$ cat src/rtl/wall_distance_map_query_macros.svh
// Assertion macros shared by the wall distance map query RTL.
// Each macro expects signals named clock and reset in the using module.
`ifndef WALL_DISTANCE_MAP_QUERY_MACROS_SVH
`define WALL_DISTANCE_MAP_QUERY_MACROS_SVH

// Check that a condition holds in the same cycle as its trigger
`define WDMQ_ASSERT_IMPL(label, ante, cons, msg) \
   label: assert property (@(posedge clock) disable iff (reset) (ante) |-> (cons)) \
      else $error(msg);

// Check that a condition holds in the cycle after its trigger
`define WDMQ_ASSERT_NEXT(label, ante, cons, msg) \
   label: assert property (@(posedge clock) disable iff (reset) (ante) |=> (cons)) \
      else $error(msg);

`endif

$ cat src/rtl/wdmq_pkg.sv
package wdmq_pkg;

   // Request codes
   localparam logic REQ_LOAD  = 1'b0;
   localparam logic REQ_QUERY = 1'b1;

   // Field widths
   localparam int ROW_W  = 7;
   localparam int CODE_W = 8;
   localparam int DIST_W = 13;

   // Cell code that marks a wall
   localparam logic [CODE_W-1:0] WALL_CODE = 8'h0F;

   // Result when no wall is near: 300 cm in sixteenths of cm
   localparam logic [DIST_W-1:0] NO_WALL_DIST = 13'd4800;

   // (16 * 10)^2: squared cells to squared sixteenths of cm
   localparam int                SCALE_W  = 15;
   localparam logic [SCALE_W-1:0] SCALE_SQ = 15'd25600;

   // Window offsets span -31..31, squared distance up to 2 * 31^2
   localparam int DR_W    = 6;
   localparam int D2_W    = 11;
   localparam int COORD_W = 10;

   // Scaled squared distance and its integer root
   localparam int PROD_W     = 26;
   localparam int SQRT_STEPS = 13;
   localparam int SQ_CNT_W   = 4;
   localparam int ROOT_W     = 13;

   // Command queue between front and back
   localparam int Q_DEPTH = 2;
   localparam int Q_PTR_W = 1;
   localparam int Q_CNT_W = 2;

   typedef struct packed {
      logic             is_query;
      logic             wall;
      logic [ROW_W-1:0] row;
      logic [ROW_W-1:0] col;
   } q_entry_type;

   typedef struct packed {
      logic        valid;
      q_entry_type entry;
   } fe_out_type;

   typedef struct packed {
      logic              start;
      logic [PROD_W-1:0] operand;
   } sq_req_type;

   typedef struct packed {
      logic              done;
      logic [ROOT_W-1:0] root;
   } sq_rsp_type;

   typedef enum logic [2:0] {
      BK_CLEAR,
      BK_IDLE,
      BK_SCAN,
      BK_DRAIN,
      BK_MUL,
      BK_SQ_START,
      BK_SQ_WAIT
   } bk_state_type;

endpackage

$ cat src/rtl/wdmq_sqrt.sv
`include "wall_distance_map_query_macros.svh"

module wdmq_sqrt (
   input  logic                 clock,
   input  logic                 reset,
   input  wdmq_pkg::sq_req_type sq_req,
   output wdmq_pkg::sq_rsp_type sq_rsp
);
   import wdmq_pkg::*;

   logic                busy_ff, busy_in;
   logic                done_ff, done_in;
   logic [SQ_CNT_W-1:0] cnt_ff, cnt_in;
   logic [PROD_W-1:0]   rem_ff, rem_in;
   logic [PROD_W:0]     res_ff, res_in;
   logic [PROD_W-1:0]   sbit_ff, sbit_in;
   logic [PROD_W:0]     trial;

   // One root bit per cycle, from one bit pair of the operand
   assign trial = res_ff + {1'b0, sbit_ff};

   always_comb begin
      busy_in = busy_ff;
      done_in = 1'b0;
      cnt_in  = cnt_ff;
      rem_in  = rem_ff;
      res_in  = res_ff;
      sbit_in = sbit_ff;
      if (sq_req.start) begin
         busy_in = 1'b1;
         cnt_in  = '0;
         rem_in  = sq_req.operand;
         res_in  = '0;
         sbit_in = PROD_W'(1) << (2 * (SQRT_STEPS - 1));
      end else if (busy_ff) begin
         if ({1'b0, rem_ff} >= trial) begin
            rem_in = rem_ff - trial[PROD_W-1:0];
            res_in = (res_ff >> 1) + {1'b0, sbit_ff};
         end else begin
            res_in = res_ff >> 1;
         end
         sbit_in = sbit_ff >> 2;
         cnt_in  = cnt_ff + 1'b1;
         if (cnt_ff == SQ_CNT_W'(SQRT_STEPS - 1)) begin
            busy_in = 1'b0;
            done_in = 1'b1;
         end
      end
   end

   always_ff @(posedge clock) begin
      if (reset) begin
         busy_ff <= 1'b0;
         done_ff <= 1'b0;
         cnt_ff  <= '0;
      end else begin
         busy_ff <= busy_in;
         done_ff <= done_in;
         cnt_ff  <= cnt_in;
      end
   end

   always_ff @(posedge clock) begin
      rem_ff  <= rem_in;
      res_ff  <= res_in;
      sbit_ff <= sbit_in;
   end

   assign sq_rsp.done = done_ff;
   assign sq_rsp.root = res_ff[ROOT_W-1:0];

   `WDMQ_ASSERT_IMPL(a_no_restart, sq_req.start, !busy_ff, "root unit restarted while busy")

endmodule

$ cat config.mk
export PLATFORM = sky130hd
export DESIGN_NAME = wdmq_sqrt
export DESIGN_NICKNAME = d
export VERILOG_FILES = /design/src/rtl/wdmq_pkg.sv /design/src/rtl/wdmq_sqrt.sv
export VERILOG_INCLUDE_DIRS = /design/src /design/src/rtl
export SDC_FILE = /design/constraint.sdc
export NUM_CORES = 1
export LEC_CHECK = 0
export ABC_CLOCK_PERIOD_IN_PS = 12650
export BUFFER_PORTS_ARGS = -buffer_cell sky130_fd_sc_hd__buf_2
export CAP_MARGIN = 25
export CORE_MARGIN = 1.5
export CORE_UTILIZATION = 55
export CTS_BUF_LIST = sky130_fd_sc_hd__clkbuf_16
export DETAILED_ROUTE_END_ITERATION = 7
export PLACE_DENSITY = 0.74
export SLEW_MARGIN = 20
export SYNTH_ARGS = -nofsm -noshare
export SYNTH_HDL_FRONTEND = slang
export SYNTH_SLANG_ARGS = --single-unit
$ cat constraint.sdc
create_clock -name clock -period 12.65 [get_ports clock]
set_input_delay 0.6325 -clock clock [delete_from_list [all_inputs] [get_ports clock]]
set_output_delay 0.6325 -clock clock [all_outputs]
set_load 0.05 [all_outputs]
# Word-level counts from Yosys, hierarchy flattened
# Index checks and enable logic that the tools add are counted.
# W data, S select, Z words.
[op_classes] n_bitwise=1 mux=8 eq_ne=1 n_lt_le_gt_ge=1 reduce_logical=5 addsub=4
[ops] op="$mux W26" n=3
[ops] op="$add A26 B25 Y27" n=1
[ops] op="$add A27 B25 Y27" n=1
[ops] op="$ge A26 B27 Y1" n=1
[ops] op="$mux W27" n=1
[ops] op="$sub A26 B26 Y26" n=1
[ops] op="$add A4 B1 Y4 const B" n=1
[ops] op="$eq A4 B4 Y1 const B" n=1
[ops] op="$mux W1" n=4
[ops] op="$reduce_bool A2 Y1" n=2
[ops] op="$reduce_or A3 Y1" n=1
[ops] op="$reduce_and A2 Y1" n=1
[ops] op="$reduce_or A2 Y1" n=1
[ops] op="$not A1 Y1" n=1
[word_totals] output_inout_bits=14 word_cells=26 register_bits=72 inputBits=29

# Depth between registers and ports, before layout
[depth] word_depth=5 depth_mapped=21 depth_no_buf=18

# Worst setup path after synthesis
# No wires, ideal clock.
[synth_timing] kind="reg-to-reg" start="register res_ff[2]" end="register rem_ff[0] (enable)" synth_period_minus_slack_ns=6.438 n_path_buf=3 t_arrival_ns=5.993 required_time_ns=12.205 slack_ns=6.212 stages_incl_launch_ff=19 setup_ns=0.445 path_cell_list="dfxtp_1 > ha_1 > a31o_2 > a31oi_1 > o21bai_1 > a211oi_1 > o31ai_1 > a21oi_1 > xor2_1 > ha_1 > buf_2 > nand4_1 > or3_1 > nor4_1 > nor3_1 > a211o_1 > buf_2 > buf_2 > o21ai_0"
[synth_between] elab_chain_cells=4
[synth_lines] item="from (decl)" line_no="wdmq_sqrt.sv:15" text="logic [PROD_W:0] res_ff, res_in;"
[synth_lines] item="from (signal assigned)" line_no="wdmq_sqrt.sv:65" text="res_ff <= res_in;"
[synth_lines] item="$add A27 B25 Y27" line_no="wdmq_sqrt.sv:20" text="assign trial = res_ff + {1'b0, sbit_ff};"
[synth_lines] item="$ge A26 B27 Y1" line_no="wdmq_sqrt.sv:36" text="if ({1'b0, rem_ff} >= trial) begin"
[synth_lines] item="$reduce_bool A2 Y1 (no source line)"
[synth_lines] item="$reduce_and A2 Y1 (no source line)"
[synth_lines] item="to (signal assigned)" line_no="wdmq_sqrt.sv:64" text="rem_ff <= rem_in;"
[synth_lines] item="to (decl)" line_no="wdmq_sqrt.sv:14" text="logic [PROD_W-1:0] rem_ff, rem_in;"
# No other way between the ends.
# A chain may end at the register's enable or synchronous reset.

# Final worst setup path
[layout_timing] start="register res_ff[2]" end="register res_ff[19]"
[layout_between] elab_chain_cells=3 elab_cells_between_ends=4 cone_classes="add/sub: 2; order compare: 1; mux: 1"
[layout_lines] item="$add A27 B25 Y27" line_no="wdmq_sqrt.sv:20"
[layout_lines] item="$ge A26 B27 Y1" line_no="wdmq_sqrt.sv:36"
[layout_lines] item="$mux W27 (*)" line_no="wdmq_sqrt.sv:36"
# Mark *: on every way between the ends. The rest lies on a longest branch, timed or not.

==> run metrics <==
status=completed; Seq cells post-synth=between 70 and 80; crit end category=register; Post CTS Setup Buffer Count=0; Hold Crit Depth=2; post-synth design cell area=5961 sq um; pin count of the biggest net entering global routing=73; grt ovf=0; clock skew=0.01236 ns; Vias/cell=about 6.2; Max Freq=between 150 and 200 MHz; internal power=745.0 uW; Slew @ Worst Pin=approximately 0.9 ns; minimum clock period=5.453 ns; TritonCTS clock tree=yes; synth unique cells=62; clock-pin slew on the worst setup and hold paths=0.06 ns; Net Sw Frac=0.4435; Setup CP Type=reg -> reg; Worst IR Drop VDD=0.0001218 V; CP startpoint kind=register; unrepaired setup endpoints after global routing=no; maxcap violations=0; P_sw=between 500 and 600 uW; Synthesis Warnings=0; register area=1703 sq um; Clk pwr share=0.184; std cell rows=37; syn_nets=just under 800; Filler Cells Inserted=937; die area=11470 sq um; Inserted Diodes=0; Final GP Congestion=0.9401; width of the die=between 100 and 150 microns; vias in the first global route=around 5000; die height=107.1 microns; DR vias=5342; syn avg cell area=8.395 sq um; FF-to-FF End=res_ff[19]; leakage=0.002537 uW; CP startpoint=res_ff[2]; Worst Min Path Start=cnt_ff[2]; DP HPWL=between 10000 and 15000 microns; most frequent cells in the layout=67 x nor2_1, 61 x o21ai_0, 59 x nand2_1, 56 x ha_1, 45 x dfxtp_1; proportion of layout cells with a drive suffix above 1=0.1212; Root Buffer=clkbuf_16; Critical Path RT=roughly 13 ns; Avg WL per Cell=16.76 microns; r2r startpoint=res_ff[2]; H-Tree Level Count=3; multi-input logic area=between 3000 and 4000 sq um; Slew HR=0.3987; TNS Setup=0 ns; Final Hold Vio Count=0; post-cts resize count=0; utilization after layout=0.6168; CTS hold repair buffers=0; core area=10420 sq um; WP data arrival=5.70 ns; power share of the combinational group=0.546; I/O Buffers=42; initial antenna violation count=0; commonest non-fill, non-tap cell in the layout=nor2_1; DR iter-0 viols=261; Max Slew Vio Count=0; EDFF count, synth=26; DRT Wirelength=around 14000 microns; I/O pin count=43; path depth of the worst reg2reg path=17; TritonCTS buffer count=9; final setup violation count=0; Clock Sinks=72; sequential area share after synthesis=0.2855; deepest clock path buffer count=2; drt drc=0; R2R setup slack=7.20 ns; initial core utilization=0.5723; Mapped Cells=710; Layout area overhead=7.788%; # nets final=807; pwr dens=208.4 nW/um^2; TritonRoute pass-1 iters=5; Overall Global Routing Usage=0.2609; final worst-path cycle share=0.4311; Worst-Skew Late Latency=0.35 ns; Hold Crit Class=reg -> reg; Seq pwr share=0.270; sink of the worst hold path=done_ff; top_reg_cell synth=dfxtp_1; fraction of registers with async set/reset=0; Crit Path Max Fanout=46; ANT nets after route=0; first-pass GRT wire length=23850 microns
[synthesized netlist by cell type (5+ instances only)]
| library cell | number | area share |
|---|---|---|
| nand2b_1 | 7 | 0.0073 |
| a31o_2 | 5 | 0.0073 |
| nor3_1 | 13 | 0.011 |
| nand4_1 | 14 | 0.015 |
| dfxtp_1 | 46 | 0.15 |
| a21o_1 | 14 | 0.018 |
| buf_4 | 14 | 0.018 |
| a311oi_1 | 16 | 0.024 |
| mux2i_1 | 19 | 0.032 |
| nand3_1 | 9 | 0.0076 |
| buf_2 | 7 | 0.0059 |
| inv_1 | 20 | 0.013 |
| xor2_1 | 27 | 0.040 |
| o21ai_0 | 62 | 0.052 |
| or3_1 | 15 | 0.016 |
| nor2b_1 | 7 | 0.0073 |
| xnor2_1 | 20 | 0.029 |
| o211ai_1 | 6 | 0.0076 |
| o21a_1 | 11 | 0.014 |
| nor2_1 | 67 | 0.042 |
| clkbuf_1 | 22 | 0.014 |
| nor3b_1 | 5 | 0.0063 |
| edfxtp_1 | 26 | 0.13 |
| a21oi_1 | 37 | 0.031 |
| a211oi_1 | 14 | 0.018 |
| o21ba_2 | 6 | 0.010 |
| nand2_1 | 59 | 0.037 |
| a31oi_1 | 19 | 0.020 |
| ha_1 | 56 | 0.12 |
| o21bai_1 | 9 | 0.011 |
[cells by family (layout without fill, tap and decap cells)]
group / count (synthesis) / in the layout / synth area share
compound gates: 233 / 233 / 0.2674
mux: 20 / 20 / 0.03379
flops: 72 / 72 / 0.2855
buf+inv: 66 / 82 / 0.05185
simple gates: 215 / 215 / 0.1715
fa+ha+maj: 57 / 57 / 0.1209
xor+xnor: 47 / 47 / 0.06906
[worst max-delay path by stage]
stage / endpoint / slack [ns] / depth (start not counted)
floorplan: rem_ff[0] / 6.21 / 18
global placement: res_ff[11] / 7.46 / 17
detailed placement: res_ff[19] / 7.28 / 17
CTS: res_ff[19] / 7.22 / 17
global route: res_ff[21] / 6.79 / 17
finish: res_ff[19] / 7.20 / 17
[final cells by class]
type | instances | share of cell area
clock buffers | 10 | 0.03895
clock inverters | 6 | 0.005063
inverters | 20 | 0.01168
multi-input cells | 572 | 0.6154
flip-flops and latches | 72 | 0.2650
well taps | 136 | 0.02648
repair buffers | 46 | 0.03739
[worst max-delay path, cell delays in order, from the launching register on]
cell      delay [ns]
dfxtp_1         0.44
ha_1            0.32
a31o_2          0.28
a31oi_1         0.25
o21bai_1        0.18
a211oi_1        0.43
o31ai_1         0.22
a21oi_1         0.28
xor2_1          0.11
ha_1            0.41
nand4_1         0.18
or3_1           0.41
nor4_1          0.34
nor3_1          0.18
a211o_1         0.34
buf_4           0.27
or3_1           0.39
a311oi_1        0.28
[power groups by stage]
stage	clock, uW	sequential, uW	combinational (uW)
floorplan	0	346	596
global placement	0	363	698
detailed placement	0	365	717
CTS	252	361	724
global route	261	368	808
finish	247	362	730
[metal layers]
| metal | vias up | GRT usage | wire length [microns] |
|---|---|---|---|
| li1 | 2676 | - | - |
| met1 | 2530 | 0.3193 | 6568 |
| met2 | 120 | 0.4509 | 7031 |
| met3 | 16 | 0.06079 | 676 |
| met4 | 0 | 0.08190 | 174 |
| met5 | - | 0 | 0 |
[metrics by stage]
stage                     hold slack [ns]  total power, uW  std cells  instance area, sq um  setup WS, ns
final                              0.5163             1339        862                  6425         7.197
after floorplan                    0.4747            942.7        710                  5961         6.212
after global routing               0.5421             1436        862                  6425         6.793
after detailed placement           0.5062             1082        846                  6142         7.281
after global placement             0.5049             1060        846                  6142         7.457
after CTS                          0.5179             1336        862                  6425         7.223
[flip-flops by register name (all words and copies together) (netlist names)]
name and flops:
res_ff 27, sbit_ff 13, cnt_ff 4, rem_ff 26, busy_ff 1, done_ff 1
(Power assumes the default switching activity.)
