File: src/rtl/wall_distance_map_query_macros.svh
// Assertion macros shared by the wall distance map query RTL.
// Each macro expects signals named clock and reset in the using module.
`ifndef WALL_DISTANCE_MAP_QUERY_MACROS_SVH
`define WALL_DISTANCE_MAP_QUERY_MACROS_SVH

// Check that a condition holds in the same cycle as its trigger
`define WDMQ_ASSERT_IMPL(label, ante, cons, msg) \
   label: assert property (@(posedge clock) disable iff (reset) (ante) |-> (cons)) \
      else $error(msg);

// Check that a condition holds in the cycle after its trigger
`define WDMQ_ASSERT_NEXT(label, ante, cons, msg) \
   label: assert property (@(posedge clock) disable iff (reset) (ante) |=> (cons)) \
      else $error(msg);

`endif

File: src/rtl/wdmq_pkg.sv
package wdmq_pkg;

   // Request codes
   localparam logic REQ_LOAD  = 1'b0;
   localparam logic REQ_QUERY = 1'b1;

   // Field widths
   localparam int ROW_W  = 7;
   localparam int CODE_W = 8;
   localparam int DIST_W = 13;

   // Cell code that marks a wall
   localparam logic [CODE_W-1:0] WALL_CODE = 8'h0F;

   // Result when no wall is near: 300 cm in sixteenths of cm
   localparam logic [DIST_W-1:0] NO_WALL_DIST = 13'd4800;

   // (16 * 10)^2: squared cells to squared sixteenths of cm
   localparam int                SCALE_W  = 15;
   localparam logic [SCALE_W-1:0] SCALE_SQ = 15'd25600;

   // Window offsets span -31..31, squared distance up to 2 * 31^2
   localparam int DR_W    = 6;
   localparam int D2_W    = 11;
   localparam int COORD_W = 10;

   // Scaled squared distance and its integer root
   localparam int PROD_W     = 26;
   localparam int SQRT_STEPS = 13;
   localparam int SQ_CNT_W   = 4;
   localparam int ROOT_W     = 13;

   // Command queue between front and back
   localparam int Q_DEPTH = 2;
   localparam int Q_PTR_W = 1;
   localparam int Q_CNT_W = 2;

   typedef struct packed {
      logic             is_query;
      logic             wall;
      logic [ROW_W-1:0] row;
      logic [ROW_W-1:0] col;
   } q_entry_type;

   typedef struct packed {
      logic        valid;
      q_entry_type entry;
   } fe_out_type;

   typedef struct packed {
      logic              start;
      logic [PROD_W-1:0] operand;
   } sq_req_type;

   typedef struct packed {
      logic              done;
      logic [ROOT_W-1:0] root;
   } sq_rsp_type;

   typedef enum logic [2:0] {
      BK_CLEAR,
      BK_IDLE,
      BK_SCAN,
      BK_DRAIN,
      BK_MUL,
      BK_SQ_START,
      BK_SQ_WAIT
   } bk_state_type;

endpackage

File: src/rtl/wdmq_back.sv
`include "wall_distance_map_query_macros.svh"

module wdmq_back #(
   parameter int MAP_ROWS      = 64,
   parameter int MAP_COLS      = 64,
   parameter int BORDER_CELLS  = 10,
   parameter int SEARCH_RADIUS = 19,
   localparam int DEPTH = MAP_ROWS * MAP_COLS,
   localparam int AW    = (DEPTH > 1) ? $clog2(DEPTH) : 1
) (
   input  logic                 clock,
   input  logic                 reset,
   input  wdmq_pkg::fe_out_type q_in,
   output logic                 q_pop,
   output logic                 init_done,
   output logic                 ram_we,
   output logic [AW-1:0]        ram_waddr,
   output logic                 ram_wdata,
   output logic                 ram_re,
   output logic [AW-1:0]        ram_raddr,
   input  logic                 ram_rdata,
   output wdmq_pkg::sq_req_type sq_req,
   input  wdmq_pkg::sq_rsp_type sq_rsp,
   output logic                 rsp_valid,
   input  logic                 rsp_stall,
   output logic [12:0]          rsp_distance
);
   import wdmq_pkg::*;

   localparam int PW = AW + 8;
   localparam logic signed [DR_W-1:0]    R_POS  = DR_W'(SEARCH_RADIUS);
   localparam logic signed [DR_W-1:0]    R_NEG  = -R_POS;
   localparam logic signed [COORD_W-1:0] B_S    = COORD_W'(BORDER_CELLS);
   localparam logic signed [COORD_W-1:0] ROWS_S = COORD_W'(MAP_ROWS);
   localparam logic signed [COORD_W-1:0] COLS_S = COORD_W'(MAP_COLS);

   bk_state_type             state_ff, state_in;
   logic [AW-1:0]            clr_ff, clr_in;
   logic [ROW_W-1:0]         qrow_ff, qrow_in;
   logic [ROW_W-1:0]         qcol_ff, qcol_in;
   logic signed [DR_W-1:0]   dr_ff, dr_in;
   logic signed [DR_W-1:0]   dc_ff, dc_in;
   logic                     p_valid_ff, p_valid_in;
   logic [D2_W-1:0]          p_d2_ff, p_d2_in;
   logic                     found_ff, found_in;
   logic [D2_W-1:0]          best_ff, best_in;
   logic [PROD_W-1:0]        prod_ff, prod_in;
   logic                     rsp_valid_ff, rsp_valid_in;
   logic [DIST_W-1:0]        rsp_dist_ff, rsp_dist_in;

   logic signed [COORD_W-1:0] x, y;
   logic                      in_map;
   logic [PW-1:0]             scan_addr, load_addr;
   logic [DR_W-1:0]           mag_r, mag_c;
   logic [2*(DR_W-1)-1:0]     sq_r, sq_c;
   logic [D2_W-1:0]           d2;

   // Map cell under the window position
   assign x = $signed({{(COORD_W-ROW_W){1'b0}}, qrow_ff})
              + $signed({{(COORD_W-DR_W){dr_ff[DR_W-1]}}, dr_ff}) - B_S;
   assign y = $signed({{(COORD_W-ROW_W){1'b0}}, qcol_ff})
              + $signed({{(COORD_W-DR_W){dc_ff[DR_W-1]}}, dc_ff}) - B_S;
   assign in_map = (x >= 0) && (x < ROWS_S) && (y >= 0) && (y < COLS_S);

   assign scan_addr = PW'(x[7:0]) * PW'(MAP_COLS) + PW'(y[7:0]);
   assign load_addr = PW'(q_in.entry.row) * PW'(MAP_COLS) + PW'(q_in.entry.col);

   // Squared offset of the window position
   assign mag_r = dr_ff[DR_W-1] ? DR_W'(-dr_ff) : dr_ff;
   assign mag_c = dc_ff[DR_W-1] ? DR_W'(-dc_ff) : dc_ff;
   assign sq_r  = (2*(DR_W-1))'(mag_r[DR_W-2:0]) * (2*(DR_W-1))'(mag_r[DR_W-2:0]);
   assign sq_c  = (2*(DR_W-1))'(mag_c[DR_W-2:0]) * (2*(DR_W-1))'(mag_c[DR_W-2:0]);
   assign d2    = D2_W'(sq_r) + D2_W'(sq_c);

   // Sequence clear, load, scan and root steps
   always_comb begin
      state_in     = state_ff;
      clr_in       = clr_ff;
      qrow_in      = qrow_ff;
      qcol_in      = qcol_ff;
      dr_in        = dr_ff;
      dc_in        = dc_ff;
      p_valid_in   = 1'b0;
      p_d2_in      = d2;
      found_in     = found_ff;
      best_in      = best_ff;
      prod_in      = prod_ff;
      rsp_valid_in = rsp_valid_ff;
      rsp_dist_in  = rsp_dist_ff;
      q_pop        = 1'b0;
      ram_we       = 1'b0;
      ram_waddr    = clr_ff;
      ram_wdata    = 1'b0;
      ram_re       = 1'b0;
      ram_raddr    = scan_addr[AW-1:0];
      sq_req.start   = 1'b0;
      sq_req.operand = prod_ff;

      // Keep the nearest wall seen so far
      if (p_valid_ff && ram_rdata && (!found_ff || (p_d2_ff < best_ff))) begin
         found_in = 1'b1;
         best_in  = p_d2_ff;
      end

      // Drop the result once taken
      if (rsp_valid_ff && !rsp_stall) begin
         rsp_valid_in = 1'b0;
      end

      unique case (state_ff)
         BK_CLEAR: begin
            ram_we = 1'b1;
            clr_in = clr_ff + 1'b1;
            if (clr_ff == AW'(DEPTH - 1)) begin
               state_in = BK_IDLE;
            end
         end
         BK_IDLE: begin
            if (q_in.valid) begin
               if (!q_in.entry.is_query) begin
                  q_pop     = 1'b1;
                  ram_we    = 1'b1;
                  ram_waddr = load_addr[AW-1:0];
                  ram_wdata = q_in.entry.wall;
               end else if (!rsp_valid_ff) begin
                  q_pop    = 1'b1;
                  qrow_in  = q_in.entry.row;
                  qcol_in  = q_in.entry.col;
                  dr_in    = R_NEG;
                  dc_in    = R_NEG;
                  found_in = 1'b0;
                  state_in = BK_SCAN;
               end
            end
         end
         BK_SCAN: begin
            ram_re     = in_map;
            p_valid_in = in_map;
            if (dc_ff == R_POS) begin
               dc_in = R_NEG;
               if (dr_ff == R_POS) begin
                  state_in = BK_DRAIN;
               end else begin
                  dr_in = dr_ff + 1'b1;
               end
            end else begin
               dc_in = dc_ff + 1'b1;
            end
         end
         BK_DRAIN: begin
            state_in = BK_MUL;
         end
         BK_MUL: begin
            if (found_ff) begin
               prod_in  = PROD_W'(best_ff) * PROD_W'(SCALE_SQ);
               state_in = BK_SQ_START;
            end else begin
               rsp_valid_in = 1'b1;
               rsp_dist_in  = NO_WALL_DIST;
               state_in     = BK_IDLE;
            end
         end
         BK_SQ_START: begin
            sq_req.start = 1'b1;
            state_in     = BK_SQ_WAIT;
         end
         BK_SQ_WAIT: begin
            if (sq_rsp.done) begin
               rsp_valid_in = 1'b1;
               rsp_dist_in  = (sq_rsp.root > NO_WALL_DIST) ? NO_WALL_DIST : sq_rsp.root;
               state_in     = BK_IDLE;
            end
         end
         default: begin
            state_in = BK_IDLE;
         end
      endcase
   end

   always_ff @(posedge clock) begin
      if (reset) begin
         state_ff     <= BK_CLEAR;
         clr_ff       <= '0;
         p_valid_ff   <= 1'b0;
         found_ff     <= 1'b0;
         rsp_valid_ff <= 1'b0;
      end else begin
         state_ff     <= state_in;
         clr_ff       <= clr_in;
         p_valid_ff   <= p_valid_in;
         found_ff     <= found_in;
         rsp_valid_ff <= rsp_valid_in;
      end
   end

   always_ff @(posedge clock) begin
      qrow_ff     <= qrow_in;
      qcol_ff     <= qcol_in;
      dr_ff       <= dr_in;
      dc_ff       <= dc_in;
      p_d2_ff     <= p_d2_in;
      best_ff     <= best_in;
      prod_ff     <= prod_in;
      rsp_dist_ff <= rsp_dist_in;
   end

   assign init_done    = (state_ff != BK_CLEAR);
   assign rsp_valid    = rsp_valid_ff;
   assign rsp_distance = rsp_dist_ff;

   `WDMQ_ASSERT_IMPL(a_scan_no_pending, state_ff == BK_SCAN, !rsp_valid_ff, "scan with result pending")
   `WDMQ_ASSERT_IMPL(a_root_when_waiting, sq_rsp.done, state_ff == BK_SQ_WAIT, "root done out of step")
   `WDMQ_ASSERT_NEXT(a_query_starts_scan, q_pop && q_in.entry.is_query, (state_ff == BK_SCAN) && !found_ff, "query did not start a fresh scan")

endmodule

File: config.mk
export PLATFORM = sky130hd
export DESIGN_NAME = wdmq_back
export DESIGN_NICKNAME = d
export VERILOG_FILES = /design/src/rtl/wdmq_pkg.sv /design/src/rtl/wdmq_back.sv
export VERILOG_INCLUDE_DIRS = /design/src /design/src/rtl
export SDC_FILE = /design/constraint.sdc
export NUM_CORES = 1
export LEC_CHECK = 0
export BUFFER_PORTS_ARGS = -buffer_cell sky130_fd_sc_hd__buf_2
export CAP_MARGIN = 20
export CORE_UTILIZATION = 40
export DETAILED_ROUTE_END_ITERATION = 6
export GPL_ROUTABILITY_DRIVEN = 0
export PLACE_DENSITY = 0.62
export SLEW_MARGIN = 5
export SYNTH_ARGS = -nofsm -noshare
export SYNTH_HDL_FRONTEND = slang
export SYNTH_SLANG_ARGS = --single-unit
File: constraint.sdc
create_clock -name clock -period 11.95 [get_ports clock]
set_clock_uncertainty 0.2 [all_clocks]
set_input_delay 1.195 -clock clock [delete_from_list [all_inputs] [get_ports clock]]
set_output_delay 1.195 -clock clock [all_outputs]
set_load 0.02 [all_outputs]
Word level (Yosys, flattened, before mapping)
Index checks and enable logic that the tools add are counted.
{"block": "classes", "mux": 47, "addsub": 12, "reduce_logical": 19, "magnitude_cmp": 6, "n_bitwise": 1, "multipliers": 3, "n_eq_ne": 18}
{"op": "13-bit 2-to-1 mux", "n": 3}
{"op": "12-bit 2-to-1 mux", "n": 3}
{"op": "6-bit 2-to-1 mux", "n": 6}
{"op": "13-bit case mux with 2 select lines", "n": 1}
{"op": "3-bit 2-to-1 mux", "n": 8}
{"op": "6-bit case mux with 2 select lines", "n": 2}
{"op": "3-bit case mux with 7 select lines", "n": 1}
{"op": "10-bit by 1-bit >= comparator with 1-bit output, second input constant", "n": 2}
{"op": "10-bit by 8-bit less-than comparator with 1-bit output, second input constant", "n": 2}
{"op": "5-bit by 5-bit multiplier with 10-bit output", "n": 2}
{"op": "9-bit by 5-bit subtractor with 10-bit output, second input constant", "n": 2}
{"op": "1-bit 2-to-1 mux", "n": 19}
{"op": "8-bit by 6-bit adder with 9-bit output", "n": 2}
{"op": "2-bit inequality test, second input constant", "n": 9}
{"op": "11-bit by 5-bit multiplier with 16-bit output, second input constant", "n": 1}
{"op": "13-bit greater-than comparator, second input constant", "n": 1}
{"op": "12-bit by 1-bit adder with 12-bit output, second input constant", "n": 1}
{"op": "12-bit by 7-bit adder with 12-bit output", "n": 1}
{"op": "12-bit by 8-bit adder with 12-bit output", "n": 1}
{"op": "6-bit by 1-bit adder with 6-bit output, second input constant", "n": 2}
{"op": "12-bit == test, second input constant", "n": 1}
{"op": "6-bit == test, second input constant", "n": 2}
{"op": "10-bit by 10-bit adder with 11-bit output", "n": 1}
{"op": "11-bit less-than comparator", "n": 1}
{"op": "other kinds (18)", "n": 32}
{"block": "totals", "register_bits": 95, "in_bits": 35}

Depth between registers and ports, before layout
{"block": "depth", "word_depth": 8, "ltp_mapped": 21, "depth_no_buf": 21}

Least setup slack after synthesis
OpenSTA, ideal clock, no wires.
{"block": "synth_path", "path_kind": "register to register", "start": "register dc_ff[0]", "end": "register p_d2_ff[10]", "path_buffers": 0, "t_arrival_ps": 5337, "required_time_ps": 11678, "setup_slack_ps": 6341, "path_stages_with_launch": 21, "path_cell_list": "edfxtp_1 > inv_1 > ha_1 > nand2_1 > a21boi_0 > inv_1 > nand2_1 > inv_1 > fa_1 > fa_1 > inv_1 > fa_1 > inv_1 > fa_1 > fa_1 > ha_1 > a21o_1 > a211oi_1 > o21ai_0 > o21ai_0 > xor2_1"}
{"block": "synth_via", "elab_chain_len": 4}
{"element": "start, declared", "line_no": "wdmq_back.sv:42", "rtl": "logic signed [DR_W-1:0] dc_ff, dc_in;"}
{"element": "start signal, assigned", "line_no": "wdmq_back.sv:200", "rtl": "dc_ff <= dc_in;"}
{"element": "5-bit negator", "line_no": "wdmq_back.sv:70", "rtl": "assign mag_c = dc_ff[DR_W-1] ? DR_W'(-dc_ff) : dc_ff;"}
{"element": "5-bit 2-to-1 mux (*)", "line_no": "wdmq_back.sv:70"}
{"element": "5-bit by 5-bit multiplier with 10-bit output (*)", "line_no": "wdmq_back.sv:72", "rtl": "assign sq_c = (2*(DR_W-1))'(mag_c[DR_W-2:0]) * (2*(DR_W-1))'(mag_c[DR_W-2:0]);"}
{"element": "10-bit by 10-bit adder with 11-bit output (*)", "line_no": "wdmq_back.sv:73", "rtl": "assign d2 = D2_W'(sq_r) + D2_W'(sq_c);"}
{"element": "named net d2[10]", "line_no": "wdmq_back.sv:56", "rtl": "logic [D2_W-1:0] d2;"}
{"element": "end signal, assigned", "line_no": "wdmq_back.sv:201", "rtl": "p_d2_ff <= p_d2_in;"}
{"element": "end, declared", "line_no": "wdmq_back.sv:44", "rtl": "logic [D2_W-1:0] p_d2_ff, p_d2_in;"}
The timed path passes the listed nets; every way through them passes the cells marked *.
A chain may end at the register's enable or synchronous reset.

Worst setup path after layout
Ends and elaborated chain as after synthesis.

==> impl_metrics.ini <==
[logic_synthesis]
netlist_top_cells_area = edfxtp_1 27%, ha_1 19%, fa_1 8.9%, dfxtp_1 7.9%, inv_1 6.1%
synthTopCellsByCount = 120 x inv_1, 112 x ha_1, 66 x edfxtp_1
ys_types = 56
netlist.area_leader.share = 0.2682
yosysTopAreaCell = edfxtp_1
ys_seq_elements = 95
synth.most_common_cell = inv_1
ys.flop_type = edfxtp_1
syn_area_sq_um = 7391
yosysWarnings = 0
synth-edff-count = 66
syn_area_per_cell_sq_um = 10.10
syn_inst = 732
synthArstFlopShare = 0
yosysSeqAreaShare = 0.3467

[floorplanning]
die_width_um = 137.9
start_util = 0.4100
fp.coreArea_sq_um = 18020
die-area_sq_um = 19020
die_h_um = 137.9
num_rows = 49
io_pins = 105

[clocking]
cts_hold_buf = 0
clkSinkCount = 95
clkTransAtPathRegs_ps = 70
htree_num_levels = 3
cts_tree = built
postCtsSetupBuffers = 0
clockRootBuffer = clkbuf_16
clk_latency_ps = 350
cts_made_buffers = 9
ctsLongestPathBuffers = 2
post_cts_resized = 0

[routing]
viasPerCell = 4.849
ant_nets = 0
drt_wl_total_mm = 13.56
dr.first_iter.drc_count = 212
wl_per_cell_um = 12.78
drc = 0
dr_total_vias = 5145
detail_route.first_pass.iterations = 4

[cells_and_area]
syn2layout_area_growth_pct = 13.54
final_layout_size_suffix_gt1_frac = 0.1550
n_antenna_cell = 0
nNetsFinal = 1007

[sta]
finalWorstPathRequiredPeriod_ps = 6056
rsz0062_at_grt = no
setup_slack_ps = 5894
finalHoldViolCount = 0
worst_slew_pin_slew_ps = 976.1
final.period_utilization = 0.5067
relSlewSlack = 0.3457
fin_setup_tns_ps = 0
slew_viol_final = 0
finalSetupViolations = 0
max_freq_ghz = 0.1651

[run]
cap_violations = 0

[setup_path]
critPathRequiredTime_ps = 12030
cpMaxStageDelayCell = fa_1
crit_path_max_fanout = 7
path_cells = inv_1, ha_1, nand2_1, a21boi_0, inv_1, nand2_1, inv_1, fa_1, fa_1, inv_1, fa_1, inv_1, fa_1, fa_1, ha_1, a21o_1, a211oi_1, o21ai_0, o21ai_0, xor2_1
startpoint_type = flop
worstPathArrival_ps = 6140
crit_type = flop to flop
critPathMaxStageDelay_ps = 550
worst_setup_path_end_kind = flop

[global_route]
grt_usage = 0.1573
grt_pass1_vias = 5029
antenna_found_initial = 0
grt_max_degree = 20
grt_pass1_wl_mm = 23.16
overflow = 0

[run_status]
status = finished clean

[hold_path]
worstHoldPathType = flop to flop

[power_and_ir_drop]
peakVddDrop_uv = 93.19
leakage_nw = 3.941
p_per_area_nw_per_um2 = 142.4

[placement]
preCtsSetupSlack_ps = 5909
dpl.hpwl_mm = 11.20
port_buffers = 94
## cell usage in the layout (no fill, tap or decap), types with 7 or more instances in the layout
cell type  instances
xor2_1            20
nor3b_1            9
a21o_1            16
fa_1              33
edfxtp_1          66
clkbuf_16         10
nand3_1           15
nand2_1           38
mux2_2             8
nand4_1           10
ha_1             112
xnor2_1           40
buf_2             94
a211oi_1           7
a21oi_1           30
nor3_1            11
inv_1            120
o21ai_0           16
dfxtp_1           29
nor2_1            61
conb_1            10
## state kept, by name (all words and copies together) (netlist names)
signal        flops
best_ff          11
clr_ff           12
dc_ff             6
dr_ff             6
found_ff          1
p_d2_ff          11
p_valid_ff        1
prod_ff          16
qcol_ff           7
qrow_ff           7
rsp_distance     13
rsp_valid         1
state_ff          3
## layout make-up
cell class	count	area (sq um)
clock inverters	6	55.05
repair buffers	96	485.5
well taps	229	286.5
flip-flops and latches	95	2562
fillers	1717	9633
multi-input cells	505	4302
inverters	120	450.4
clock buffers	10	250.2
## power breakdown
part	internal, mW	leakage, nW	switching (mW)
registers	0.386	0.816	0.0204
logic	0.221	2.97	0.275
clock network	0.159	0.154	0.133
## worst paths after layout
check              from          end  slack (ps)  cells past startpoint
max            dc_ff[0]  p_d2_ff[10]        5890                     20
min          p_d2_ff[2]   best_ff[2]         240                      0
max reg2reg    dc_ff[0]  p_d2_ff[10]        5890                     20
min reg2reg  p_d2_ff[2]   best_ff[2]         240                      0
## per-stage QoR
step / power (mW) / std cells / hold WS [ps] / utilization / area (sq um)
after floorplan: 0.8089 / 741 / 208.9 / - / 7425
after global placement: 0.9056 / 1044 / 225.0 / 0.4482 / 8079
after detailed placement: 0.9101 / 1044 / 223.3 / 0.4482 / 8079
after CTS: 1.210 / 1060 / 243.3 / 0.4652 / 8384
after global routing: 1.302 / 1061 / 251.6 / 0.4656 / 8392
final: 1.195 / 1061 / 241.0 / 0.4656 / 8392
## critical path: cells and delay by family, from the launching register on
| kind | cells | cell delay (ps) |
|---|---|---|
| DFF | 1 | 500 |
| and+or+nand+nor | 2 | 210 |
| xor gates and xnor gates | 1 | 150 |
| adders and majority gates | 7 | 3160 |
| buffers and inverters | 5 | 550 |
| AOI/OAI and AO/OA | 5 | 1200 |
## layer usage
metal,part of all wire,track usage,vias to the layer above
met5,0,0,-
met4,0.020,0.05918,0
met3,0.054,0.03655,18
li1,-,-,2669
met2,0.46,0.2592,114
met1,0.47,0.1993,2344
## kinds of logic (layout without fill, tap and decap cells)
| logic type | Yosys count | count (layout) | synth area share |
|---|---|---|---|
| compound gates | 101 | 101 | 0.09260 |
| xor+xnor | 60 | 60 | 0.07110 |
| fa+ha+maj | 145 | 145 | 0.2790 |
| buf+inv | 141 | 232 | 0.07736 |
| flops | 95 | 95 | 0.3467 |
| mux | 9 | 9 | 0.01354 |
| other cells | 1 | 10 | 0.0005074 |
| simple gates | 180 | 180 | 0.1192 |
Power figures use the tool's default switching activity.
