[config.mk]
export PLATFORM = sky130hd
export DESIGN_NAME = wdmq_front
export DESIGN_NICKNAME = d
export VERILOG_FILES = /design/src/rtl/wdmq_pkg.sv /design/src/rtl/wdmq_front.sv
export VERILOG_INCLUDE_DIRS = /design/src /design/src/rtl
export SDC_FILE = /design/constraint.sdc
export NUM_CORES = 1
export LEC_CHECK = 0
export ABC_AREA = 1
export BUFFER_PORTS_ARGS = -buffer_cell sky130_fd_sc_hd__buf_2
export CAP_MARGIN = 5
export CORE_MARGIN = 8
export CORE_UTILIZATION = 40
export CTS_BUF_LIST = sky130_fd_sc_hd__clkbuf_16
export DETAILED_ROUTE_END_ITERATION = 16
export GPL_TIMING_DRIVEN = 0
export HOLD_SLACK_MARGIN = 0.02
export PLACE_DENSITY = 0.68
export SLEW_MARGIN = 0
export SYNTH_ARGS = -nofsm -noshare
export SYNTH_HDL_FRONTEND = slang
export SYNTH_SLANG_ARGS = --single-unit
[constraint.sdc]
create_clock -name clock -period 1.8 [get_ports clock]
set_input_delay 0.45 -clock clock [delete_from_list [all_inputs] [get_ports clock]]
set_output_delay 0.45 -clock clock [all_outputs]
set_load 0.01 [all_outputs]
[src/rtl/wall_distance_map_query_macros.svh]
// Assertion macros shared by the wall distance map query RTL.
// Each macro expects signals named clock and reset in the using module.
`ifndef WALL_DISTANCE_MAP_QUERY_MACROS_SVH
`define WALL_DISTANCE_MAP_QUERY_MACROS_SVH

// Check that a condition holds in the same cycle as its trigger
`define WDMQ_ASSERT_IMPL(label, ante, cons, msg) \
   label: assert property (@(posedge clock) disable iff (reset) (ante) |-> (cons)) \
      else $error(msg);

// Check that a condition holds in the cycle after its trigger
`define WDMQ_ASSERT_NEXT(label, ante, cons, msg) \
   label: assert property (@(posedge clock) disable iff (reset) (ante) |=> (cons)) \
      else $error(msg);

`endif

[src/rtl/wdmq_pkg.sv]
package wdmq_pkg;

   // Request codes
   localparam logic REQ_LOAD  = 1'b0;
   localparam logic REQ_QUERY = 1'b1;

   // Field widths
   localparam int ROW_W  = 7;
   localparam int CODE_W = 8;
   localparam int DIST_W = 13;

   // Cell code that marks a wall
   localparam logic [CODE_W-1:0] WALL_CODE = 8'h0F;

   // Result when no wall is near: 300 cm in sixteenths of cm
   localparam logic [DIST_W-1:0] NO_WALL_DIST = 13'd4800;

   // (16 * 10)^2: squared cells to squared sixteenths of cm
   localparam int                SCALE_W  = 15;
   localparam logic [SCALE_W-1:0] SCALE_SQ = 15'd25600;

   // Window offsets span -31..31, squared distance up to 2 * 31^2
   localparam int DR_W    = 6;
   localparam int D2_W    = 11;
   localparam int COORD_W = 10;

   // Scaled squared distance and its integer root
   localparam int PROD_W     = 26;
   localparam int SQRT_STEPS = 13;
   localparam int SQ_CNT_W   = 4;
   localparam int ROOT_W     = 13;

   // Command queue between front and back
   localparam int Q_DEPTH = 2;
   localparam int Q_PTR_W = 1;
   localparam int Q_CNT_W = 2;

   typedef struct packed {
      logic             is_query;
      logic             wall;
      logic [ROW_W-1:0] row;
      logic [ROW_W-1:0] col;
   } q_entry_type;

   typedef struct packed {
      logic        valid;
      q_entry_type entry;
   } fe_out_type;

   typedef struct packed {
      logic              start;
      logic [PROD_W-1:0] operand;
   } sq_req_type;

   typedef struct packed {
      logic              done;
      logic [ROOT_W-1:0] root;
   } sq_rsp_type;

   typedef enum logic [2:0] {
      BK_CLEAR,
      BK_IDLE,
      BK_SCAN,
      BK_DRAIN,
      BK_MUL,
      BK_SQ_START,
      BK_SQ_WAIT
   } bk_state_type;

endpackage

[src/rtl/wdmq_front.sv]
`include "wall_distance_map_query_macros.svh"

module wdmq_front #(
   parameter int MAP_ROWS = 64,
   parameter int MAP_COLS = 64
) (
   input  logic                     clock,
   input  logic                     reset,
   input  logic                     req_valid,
   output logic                     req_stall,
   input  logic                     req_type,
   input  logic [6:0]               req_row,
   input  logic [6:0]               req_col,
   input  logic [7:0]               req_cell_code,
   input  logic                     init_done,
   input  logic                     q_pop,
   output wdmq_pkg::fe_out_type     q_out
);
   import wdmq_pkg::*;

   q_entry_type          mem_ff [Q_DEPTH];
   logic [Q_PTR_W-1:0]   wr_ptr_ff, wr_ptr_in;
   logic [Q_PTR_W-1:0]   rd_ptr_ff, rd_ptr_in;
   logic [Q_CNT_W-1:0]   count_ff, count_in;
   logic                 accept;
   logic                 in_grid;
   logic                 keep;
   logic                 push;
   q_entry_type          entry;

   // Stall while the map is being cleared or the queue is full
   assign req_stall = !init_done || (count_ff == Q_CNT_W'(Q_DEPTH));
   assign accept    = req_valid && !req_stall;

   // Classify the beat: drop loads that fall outside the grid
   assign in_grid = ({2'b00, req_row} < 9'(MAP_ROWS)) && ({2'b00, req_col} < 9'(MAP_COLS));
   assign keep    = (req_type == REQ_QUERY) || in_grid;
   assign push    = accept && keep;

   assign entry.is_query = (req_type == REQ_QUERY);
   assign entry.wall     = (req_cell_code == WALL_CODE);
   assign entry.row      = req_row;
   assign entry.col      = req_col;

   // Advance queue pointers and fill count
   always_comb begin
      wr_ptr_in = wr_ptr_ff;
      rd_ptr_in = rd_ptr_ff;
      count_in  = count_ff;
      if (push) begin
         wr_ptr_in = wr_ptr_ff + 1'b1;
      end
      if (q_pop) begin
         rd_ptr_in = rd_ptr_ff + 1'b1;
      end
      case ({push, q_pop})
         2'b10:   count_in = count_ff + 1'b1;
         2'b01:   count_in = count_ff - 1'b1;
         default: count_in = count_ff;
      endcase
   end

   always_ff @(posedge clock) begin
      if (reset) begin
         wr_ptr_ff <= '0;
         rd_ptr_ff <= '0;
         count_ff  <= '0;
      end else begin
         wr_ptr_ff <= wr_ptr_in;
         rd_ptr_ff <= rd_ptr_in;
         count_ff  <= count_in;
      end
   end

   // Hold queued commands
   always_ff @(posedge clock) begin
      if (push) begin
         mem_ff[wr_ptr_ff] <= entry;
      end
   end

   assign q_out.valid = (count_ff != '0);
   assign q_out.entry = mem_ff[rd_ptr_ff];

   `WDMQ_ASSERT_IMPL(a_pop_nonempty, q_pop, count_ff != '0, "pop from empty command queue")

endmodule

Yosys cells after proc, flatten, opt, wreduce, memory -nomap -nowiden
Memories as Yosys holds them, arrays and structs flattened. A register that Yosys moved wholly into a read port is not among the register bits.
Cells that the tools add are included.
{ "classes": {"reduce_logical": 9, "magnitude_cmp": 2, "addsub": 4, "eq_ne": 4, "n_mux": 5} }
{ "op_table": {"columns": ["operator", "count"], "rows": [
  ["less-than comparator 7 bit (second input constant)", 2],
  ["equality test 8 x 4 -> 1 bit (second input constant)", 1],
  ["equality test 2 bit (second input constant)", 2],
  ["2-to-1 mux 1 bit", 4],
  ["case mux 2 bit (2 select lines)", 1],
  ["nonzero test 2 bit", 2],
  ["logical AND 1 bit", 3],
  ["adder 1 bit (second input constant)", 2],
  ["adder 2 x 1 -> 2 bit (second input constant)", 1],
  ["equality test 2 x 1 -> 1 bit (second input constant)", 1],
  ["logical NOT 1 bit", 2],
  ["logical OR 1 bit", 2],
  ["subtractor 2 x 1 -> 2 bit (second input constant)", 1]
]} }
{ "totals": {"ff_bits": 4, "mem_bits_rw": 32, "in_bits": 28, "mem_count": 1, "output_inout_bits": 18, "word_cells": 28} }
{ "memory_table": {"columns": ["memory", "words", "word_bits", "rd", "rd_ports_with_merged_regs", "write_ports", "line", "rtl"], "rows": [
  ["mem_ff", 2, 16, 1, 1, 1, "wdmq_front.sv:21", "q_entry_type mem_ff [Q_DEPTH];"]
]} }

Longest topological paths before layout
Gate-level depths: netlist (run 1).
{ "logic_depth": {"depth_word": 7, "depth_mapped": 11, "ltp_nobuf": 11} }

Worst setup path after synthesis (run 1)
No wires, ideal clock.
{ "synth_path": {"path_type": "in2reg", "start": "in req_col[6]", "end": "mem mem_ff[0][0] (netlist bit) (enable)", "t_required_ns": 1.412, "slack_ns": -0.056, "n_path_buf": 0, "arrival_ns": 1.468, "setup_ns": 0.388, "path_stages": 5, "cell_sequence": "nor2_1 -> nor2_1 -> nor2_2 -> inv_1 -> nor2_1"} }
{ "synth_between": {"elab_chain_len": 6} }
{ "synth_rtl": {"columns": ["item", "line", "rtl"], "rows": [
  ["start: declaration", "wdmq_front.sv:13", "input logic [6:0] req_col,"],
  ["less-than comparator 7 bit", "wdmq_front.sv:36", "assign in_grid = ({2'b00, req_row} < 9'(MAP_ROWS)) && ({2'b00, req_col} < 9'(MAP_COLS));"],
  ["logical AND 1 bit", "wdmq_front.sv:36", null],
  ["logical OR 1 bit", "wdmq_front.sv:37", "assign keep = (req_type == REQ_QUERY) || in_grid;"],
  ["logical AND 1 bit", "wdmq_front.sv:38", "assign push = accept && keep;"],
  ["2-to-1 mux 1 bit", "wdmq_front.sv:77", "if (push) begin"],
  ["2-to-1 mux 1 bit (implied by the code)", "wdmq_front.sv:78", "mem_ff[wr_ptr_ff] <= entry;"],
  ["end: declaration", "wdmq_front.sv:21", null]
]} }
No other way between the ends.

==> impl_metrics.toml, run 1 <==
[clock_tree]
root_buffer = "clkbuf_16"
clk_path_buf_depth = 2
clock_latency_ps = 270
htreeDepth = 2
clk_pin_slew_ps = 50
cts_sinks = 37
cts_buffers = 5
cts_tree = "done"

[power_and_ir_drop]
clockPowerShare_pct = 39.3
p_total_w = 0.00203
seq_power_share_pct = 48.3
vdd.ir_drop.worst_uv = 621
intPower_w = 0.00160
power.leakage_nw = 0.790
p_comb_share_pct = 12.4
switching_share_pct = 21.1
cellPowerDensity_mw_per_mm2 = 1040
p_switching_w = 0.000428

[floorplan]
start_util_pct = 40.8
ios = 46
chipHeight_um = 76.7
die_x_um = 76.7
core_mm2 = 0.00361
die_area_mm2 = 0.00588
num_rows = 22

[synthesis]
synth_cells = 88
synthArstFlopShare_pct = 0
ys_types = 21
synth_top_area_share_pct = 65.3
synthFlopType = "edfxtp_1"
yosysSeqAreaShare_pct = 72.1
syn_nets = 117
yosys.area.top_type = "edfxtp_1"
synth_most_common_cell = "edfxtp_1"
synth_top_cells_by_count = "32 x edfxtp_1, 10 x mux2_4, 10 x nor2_1"
synth_warnings = 0
synth_area_leaders = "edfxtp_1 65%, mux2_4 10%, dfxtp_1 6.8%"
synth_area_mm2 = 0.00147
ys_ff_latch = 37
synth-edff-count = 32
avgSynthCellArea_um2 = 16.7

[cells_and_area]
area_growth_pct = 33.0
fill_cells = 314
layout.nets = 171
seq_area_mm2 = 0.00106
drive_above_1_share_pct = 55.2
multi_input_area_um2 = 373
utilization_pct = 54.3
final_area_mm2 = 0.00196
n_antenna_cell = 0
stdcell_count = 191

[sta]
post-route-period-util_pct = 97.7
fmax_mhz = 569
slew_headroom_pct = 66.8
slew_viol_final = 0
worstMarginPinSlew_ps = 497
finalSetupTns_ps = 0
rsz0062_at_grt = "no"
setup_violations = 0
fin_worst_skew_ps = 1.96
hold_viol_final = 0
fin_crit_ps = 1760

[worst_setup_path]
cpPeakStageDelay_ps = 320
worst_setup_path_start_kind = "register"
crit_chain = "buf_6, clkbuf_16, mux2_4, buf_2"
cp_slowest_cell = "dfxtp_2"
cp.required_ps = 1350
path_class = "reg -> out"
cp_max_fo = 5
end_kind = "output pin"
critical_path_arrival_ps = 1310

[grt]
gr-total-overflow = 0
grt_usage_pct = 9.61
grt_pass1_vias = 933
antenna_found_initial = 0
grt_pass1_wl_mm = 4.42
grt_max_degree = 17

[placed_design]
place.gp.congestion = 0.691
place_inst = 181
dp_hpwl_mm = 2.01
place_area_mm2 = 0.00176
io_buffer_count = 45

[route]
drt_wl_total_mm = 2.84
drt-pass1-iter-count = 2
vias = 866
ant_nets = 0
wire_per_inst_um = 14.9
drt_iter0_markers = 60
drc = 0
vias_per_cell = 4.53

[flow_run]
max_cap_violations = 0

[min_path]
hold_path.class = "in -> reg"

[outcome]
status = "complete, no violations"
[final timing paths]
check	startpoint	endpoint	slack (ps)	depth (start not counted)
max	register	q_out[1]	40	4
min	reset	register	360	2
max reg2reg	count_ff[0]$_SDFFE_PP0P_	count_ff[1]$_SDFFE_PP0P_	210	10
min reg2reg	count_ff[0]$_SDFFE_PP0P_	count_ff[0]$_SDFFE_PP0P_	500	2
[layer usage]
layer	share of wire, %	vias to the layer above	routed length, um	global-route usage, %
met5	0	-	0	0
met4	0.70	0	20	4.62
met3	4.8	4	136	3.96
met2	54	26	1540	17.0
met1	40	408	1150	9.54
li1	-	428	-	-
[layout make-up]
type	instances	area share, %
Sequential cell	37	54.3
Multi-Input combinational cell	44	19.1
Timing Repair Buffer	47	13.8
Inverter	5	1.15
Tap cell	48	3.07
Clock buffer	5	6.39
Buffer	2	1.60
Clock inverter	3	0.575
[power groups by stage]
| stage | clock network [W] | registers, W | logic (W) |
|---|---|---|---|
| floorplan | 0 | 0.000993 | 0.000142 |
| detailed placement | 0 | 0.000996 | 0.000230 |
| global route | 0.000851 | 0.000983 | 0.000272 |
| CTS | 0.000809 | 0.000979 | 0.000232 |
| finish | 0.000798 | 0.000980 | 0.000252 |
| global placement | 0 | 0.000994 | 0.000222 |
[worst max-delay path: cells and delay by family, from the launching register on]
family,cells,cell delay [ps]
buf+inv,3,420
flops,1,320
mux,1,290
[through the flow]
stage	worst slack (ps)	hold slack (ps)
4_1_cts	15.3	355
3_3_place_gp	-186	493
5_1_grt	5.49	353
6_report	41.6	355
3_5_place_dp	-206	508
2_1_floorplan	202	478
[registers in the layout, indices dropped and copies added (netlist names), named ones only]
register	flops
wr_ptr_ff	1
mem_ff	32
rd_ptr_ff	1
count_ff	2
[layout by cell type (no fill, tap or decap), drive strengths merged, types with 2 or more instances in the layout]
cell type	instances
edfxtp	32
nand2	6
mux2	16
dfxtp	5
or2	2
nor2	11
inv	6
clkbuf	6
buf	48
[logic make-up after synthesis]
family	synth area share, %
flip-flops	72.1
AND/OR/NAND/NOR	7.06
multiplexers	14.8
buffers and inverters	3.40
AO/OA/AOI/OAI	1.19
XOR/XNOR	0.595
adder cells (fa/ha/maj)	0.850
[what timing repair did]
action / CTS / global route
setup endpoints to repair: 16 / 27
hold buffers: 0 / 0
pin swaps: 0 / 1
gates cloned: 0 / 1
hold endpoints to repair: 0 / 0
setup buffers: 0 / 1
resized for setup: 1 / 4
Note: power is estimated with default switching activity, not from simulation.
==> inputs of run 2 (changes only) <==
--- a/config.mk
+++ b/config.mk
@@ -10,12 +10,13 @@
 export BUFFER_PORTS_ARGS = -buffer_cell sky130_fd_sc_hd__buf_2
 export CAP_MARGIN = 5
 export CORE_MARGIN = 8
-export CORE_UTILIZATION = 40
+export CORE_UTILIZATION = 45
 export CTS_BUF_LIST = sky130_fd_sc_hd__clkbuf_16
 export DETAILED_ROUTE_END_ITERATION = 16
+export GPL_ROUTABILITY_DRIVEN = 0
 export GPL_TIMING_DRIVEN = 0
 export HOLD_SLACK_MARGIN = 0.02
-export PLACE_DENSITY = 0.68
+export PLACE_DENSITY = 0.75
 export SLEW_MARGIN = 0
 export SYNTH_ARGS = -nofsm -noshare
 export SYNTH_HDL_FRONTEND = slang
==> constraint.sdc (replaced) <==
create_clock -name clock -period 1.8 [get_ports clock]
set_input_delay 0.45 -clock clock [delete_from_list [all_inputs] [get_ports clock]]
set_output_delay 0.45 -clock clock [all_outputs]
set_load 0.1 [all_outputs]
==> impl_metrics.toml, run 2 (synthesis gave the netlist of run 1 again) <==
[sta]
fin_hold_ws_ps = 348
hold_viol_final = 0
slew_viol_final = 0
fmax_mhz = 549
fin_crit_ps = 1820
worstMarginPinSlew_ps = 491
setup_violations = 10
rsz0062_at_grt = "yes"
fin_worst_skew_ps = 4.42
finalSetupTns_ps = -164
slew_headroom_pct = 67.5
layout_setup_ws_ps = -21.0
post-route-period-util_pct = 101

[route]
vias_per_cell = 4.66
drc = 0
drt_iter0_markers = 51
drt_wl_total_mm = 2.77
ant_nets = 0
drt-pass1-iter-count = 4
wire_per_inst_um = 15.0
vias = 863

[cells_and_area]
largest_register = "mem_ff"
largestRegisters = "mem_ff x32, count_ff x2"
area_growth_pct = 42.5
drive_above_1_share_pct = 54.6
final_common_cell = "edfxtp_1"
final_cell_mix = "32 x edfxtp_1, 29 x buf_2, 11 x buf_12, 10 x mux2_4, 9 x nor2_1"
largest_reg_flops = 32
n_antenna_cell = 0
layout.nets = 169
final_area_mm2 = 0.00210

[power_and_ir_drop]
vdd.ir_drop.worst_uv = 738
seq_power_share_pct = 39.5
p_switching_w = 0.000690
p_comb_share_pct = 22.3
intPower_w = 0.00179
p_total_w = 0.00248
switching_share_pct = 27.8
power.leakage_nw = 0.838
cellPowerDensity_mw_per_mm2 = 1180
clockPowerShare_pct = 38.3

[worst_setup_path]
r2r_slack_ps = 200
cp_slowest_cell = "dfxtp_2"
path_buf_inv = 3
cp.required_ps = 1350
cpPeakStageDelay_ps = 320
critical_path_arrival_ps = 1370
crit_top_cell = "buf_12"
worst_setup_path_start_kind = "register"
cp_max_fo = 10
timing.rr.start = "count_ff[0]$_SDFFE_PP0P_"
path_class = "reg -> out"
r2r_cells = 10
crit_chain = "buf_6, buf_12, mux2_4, buf_12"
end_kind = "output pin"
timing.rr.end = "count_ff[1]$_SDFFE_PP0P_"
cp_top_family = "buffers and inverters"

[placed_design]
place_area_mm2 = 0.00175
pre_cts_slack_ps = -204
io_buffer_count = 45
dp_hpwl_mm = 1.95

[grt]
top_usage_layer = "met2"
grt_use_met2_pct = 19.0
grtUsageMet3_pct = 6.46
grt_pass1_vias = 976
grt_usage_pct = 11.4
gr-total-overflow = 0
use_met1_pct = 11.1
antenna_found_initial = 0
grt_max_degree = 17
grt_pass1_wl_mm = 4.44

[flow_run]
max_cap_violations = 0

[clock_tree]
clock_latency_ps = 280
cts_tree = "done"
cts_sinks = 37
cts_buffers = 5
clk_path_buf_depth = 2
root_buffer = "clkbuf_16"
clk_pin_slew_ps = 50
htreeDepth = 2
post_cts.repair.setup_buffers = 0

[outcome]
status = "finished with violations"
violations = "setup timing"

[floorplan]
chipHeight_um = 73.2
num_rows = 20
start_util_pct = 47.8
die_x_um = 73.2
ios = 46
core_mm2 = 0.00308
die_area_mm2 = 0.00536

[min_path]
hold_path.class = "in -> reg"
hp-start = "reset"
min_path_cells = 2
run 2: changes by cell type in the layout (fill, tap and decap cells not counted), sizes merged:
cell    previous run  this run
clkbuf             6         5
bufinv             0         1
buf               48        47
inv                6         5
run 2: timing repair:
| action | in CTS | in global routing |
|---|---|---|
| endpoints found under the setup margin | 32 | 27 |
| gates resized for setup | 48 | 2 |
| hold buffers | 0 | 0 |
run 2: how the worst max path moves through the flow:
stage                               to       start  cells past startpoint  slack, ps
6_report                      q_out[2]    register                      4        -20
5_1_grt                       q_out[2]    register                      4        -60
4_1_cts                      q_out[13]    register                      4        -30
3_5_place_dp    mem_ff[0][4]$_DFFE_PP_  req_col[6]                      6       -200
3_3_place_gp   mem_ff[0][12]$_DFFE_PP_  req_col[6]                      6       -140
2_1_floorplan                req_stall   init_done                      2        200
run 2: cell type report:
type | count | area, um^2
sequential | 37 | 1060
inverter | 5 | 22.5
clock buffer | 5 | 125
fill | 220 | 981
clock inverter | 3 | 37.5
timing repair buffer | 45 | 390
multi-input combinational | 44 | 373
tap | 44 | 55.1
buffer | 2 | 31.3
run 2: routing by layer:
metal	vias up	wire length (um)
met5	-	0
met4	0	56
met3	7	248
met2	32	1420
met1	405	1040
li1	419	-
run 2: per-stage QoR:
stage               utilization (%)  instances
floorplan                         -         88
global placement               57.0        177
detailed placement             57.0        177
CTS                            67.8        185
global route                   68.1        185
finish                         68.1        185
run 2: worst register-to-register path, delay by kind of cell, from the launching register on:
kind | cells | cell delay (ps)
adders and majority gates | 1 | 330
buffers and inverters | 2 | 170
and+or+nand+nor | 7 | 640
DFF | 1 | 380
run 2: power groups by stage:
stage               clock (W)  sequential (W)  combinational [W]
detailed placement          0        0.000997           0.000476
global placement            0        0.000994           0.000467
floorplan                   0        0.000993           0.000393
global route          0.00102        0.000982           0.000575
CTS                  0.000976        0.000980           0.000555
finish               0.000951        0.000980           0.000553
==> inputs of run 3 (changes only) <==
--- a/config.mk
+++ b/config.mk
@@ -8,15 +8,16 @@
 export LEC_CHECK = 0
 export ABC_AREA = 1
 export BUFFER_PORTS_ARGS = -buffer_cell sky130_fd_sc_hd__buf_2
-export CAP_MARGIN = 5
+export CELL_PAD_IN_SITES_DETAIL_PLACEMENT = 0
+export CELL_PAD_IN_SITES_GLOBAL_PLACEMENT = 1
 export CORE_MARGIN = 8
-export CORE_UTILIZATION = 45
+export CORE_UTILIZATION = 36
 export CTS_BUF_LIST = sky130_fd_sc_hd__clkbuf_16
 export DETAILED_ROUTE_END_ITERATION = 16
 export GPL_ROUTABILITY_DRIVEN = 0
 export GPL_TIMING_DRIVEN = 0
 export HOLD_SLACK_MARGIN = 0.02
-export PLACE_DENSITY = 0.75
+export PLACE_DENSITY_LB_ADDON = 0.1
 export SLEW_MARGIN = 0
 export SYNTH_ARGS = -nofsm -noshare
 export SYNTH_HDL_FRONTEND = slang
==> impl_metrics.toml, run 3 (synthesis gave the netlist of run 1 again) <==
[sta]
finalSetupTns_ps = -125
setup_violations = 7
slew_headroom_pct = 65.9
hold_viol_final = 0
layout_setup_ws_ps = -25.5
slew_viol_final = 0
fin_worst_skew_ps = 3.35
post-route-period-util_pct = 101
rsz0062_at_grt = "yes"
fin_crit_ps = 1830
fmax_mhz = 548
worstMarginPinSlew_ps = 511

[cells_and_area]
final_cell_mix = "32 x edfxtp_1, 29 x buf_2, 11 x buf_12, 10 x mux2_4, 9 x nor2_1"
final_common_cell = "edfxtp_1"
largest_reg_flops = 32
n_antenna_cell = 0
area_growth_pct = 43.9
largestRegisters = "mem_ff x32, count_ff x2"
drive_above_1_share_pct = 55.6
layout.nets = 170
largest_register = "mem_ff"

[clock_tree]
cts_buffers = 5
htreeDepth = 2
clk_pin_slew_ps = 50
cts_tree = "done"
clock_latency_ps = 270
clk_path_buf_depth = 2
holdBufCountCts = 0
root_buffer = "clkbuf_16"
cts_sinks = 37
post_cts.repair.setup_buffers = 0

[power_and_ir_drop]
cellPowerDensity_mw_per_mm2 = 1110
vdd.ir_drop.worst_uv = 415
power.leakage_nw = 0.845
p_total_w = 0.00234

[floorplan]
num_rows = 23
core_mm2 = 0.00397
chipHeight_um = 79.9
ios = 46
start_util_pct = 37.1
die_area_mm2 = 0.00639
die_x_um = 79.9

[route]
ant_nets = 0
wire_per_inst_um = 13.9
vias_per_cell = 4.45
drt_iter0_markers = 44
vias = 855
drt-pass1-iter-count = 3
drc = 0
drt_wl_total_mm = 2.67

[grt]
grt_pass1_vias = 932
gr-total-overflow = 0
grt_usage_pct = 8.81
grt_pass1_wl_mm = 4.20
grt_max_degree = 17
antenna_found_initial = 0

[worst_setup_path]
critical_path_arrival_ps = 1380
end_kind = "output pin"
path_class = "reg -> out"
cp.required_ps = 1350
worst_setup_path_start_kind = "register"
cp_max_fo = 8

[flow_run]
max_cap_violations = 0

[placed_design]
io_buffer_count = 45
dp_hpwl_mm = 1.89
pre_cts_slack_ps = -270

[outcome]
violations = "setup timing"
status = "finished with violations"

[min_path]
hold_path.class = "in -> reg"
## run 3: cell types whose count changed in the layout (fill, tap and decap cells not counted)
| cell | before | now |
|---|---|---|
| buf_4 | 6 | 4 |
| clkinv_2 | 0 | 2 |
| buf_6 | 1 | 2 |
| buf_8 | 0 | 1 |
| bufinv_16 | 1 | 0 |
| clkbuf_16 | 5 | 6 |
| clkinv_1 | 1 | 0 |
## run 3: critical path, stage by stage, from the launching register on
cell and delay, ps:
dfxtp_2 330, buf_8 140, clkbuf_16 160, mux2_4 310, buf_12 170
## run 3: area by class of cell
type,instances,area (um^2)
fill,342,1850
sequential,37,1060
timing repair buffer,46,423
multi-input combinational,44,373
clock buffer,5,125
tap,50,62.6
buffer,2,35.0
inverter,5,22.5
clock inverter,3,13.8
## run 3: metrics by stage
step	hold slack, ps	instances	area (um^2)	util (%)
after floorplan	478	88	1470	-
after detailed placement	506	183	1760	44.4
final	350	192	2120	53.3
after global routing	353	192	2120	53.3
after global placement	494	183	1760	44.4
after CTS	342	191	2070	52.2
## run 3: power breakdown
part	internal, W	total [W]	leakage, nW	switching (W)
Sequential	0.000966	0.000980	0.332	0.0000137
Combinational	0.000200	0.000567	0.438	0.000367
Clock	0.000501	0.000795	0.0748	0.000294
Total	0.00167	0.00234	0.845	0.000675
## run 3: final timing paths
kind | from | endpoint | slack [ps] | cells past startpoint
worst max-delay path | register | q_out[13] | -30 | 4
worst min-delay path | reset | register | 350 | 2
worst max register to register | count_ff[0]$_SDFFE_PP0P_ | count_ff[1]$_SDFFE_PP0P_ | 220 | 10
worst min register to register | count_ff[0]$_SDFFE_PP0P_ | count_ff[0]$_SDFFE_PP0P_ | 510 | 2
## run 3: layer usage
| layer | GRT usage (%) | vias to the layer above | part of all wire, % |
|---|---|---|---|
| li1 | - | 427 | - |
| met1 | 8.61 | 393 | 39 |
| met2 | 14.8 | 31 | 51 |
| met3 | 4.73 | 4 | 8.2 |
| met4 | 4.36 | 0 | 1.5 |
| met5 | 0 | - | 0 |
## run 3: repair_timing
| item | CTS | global route |
|---|---|---|
| cloned | 0 | 1 |
| setup endpoints to repair | 32 | 27 |
| resized for setup | 48 | 5 |
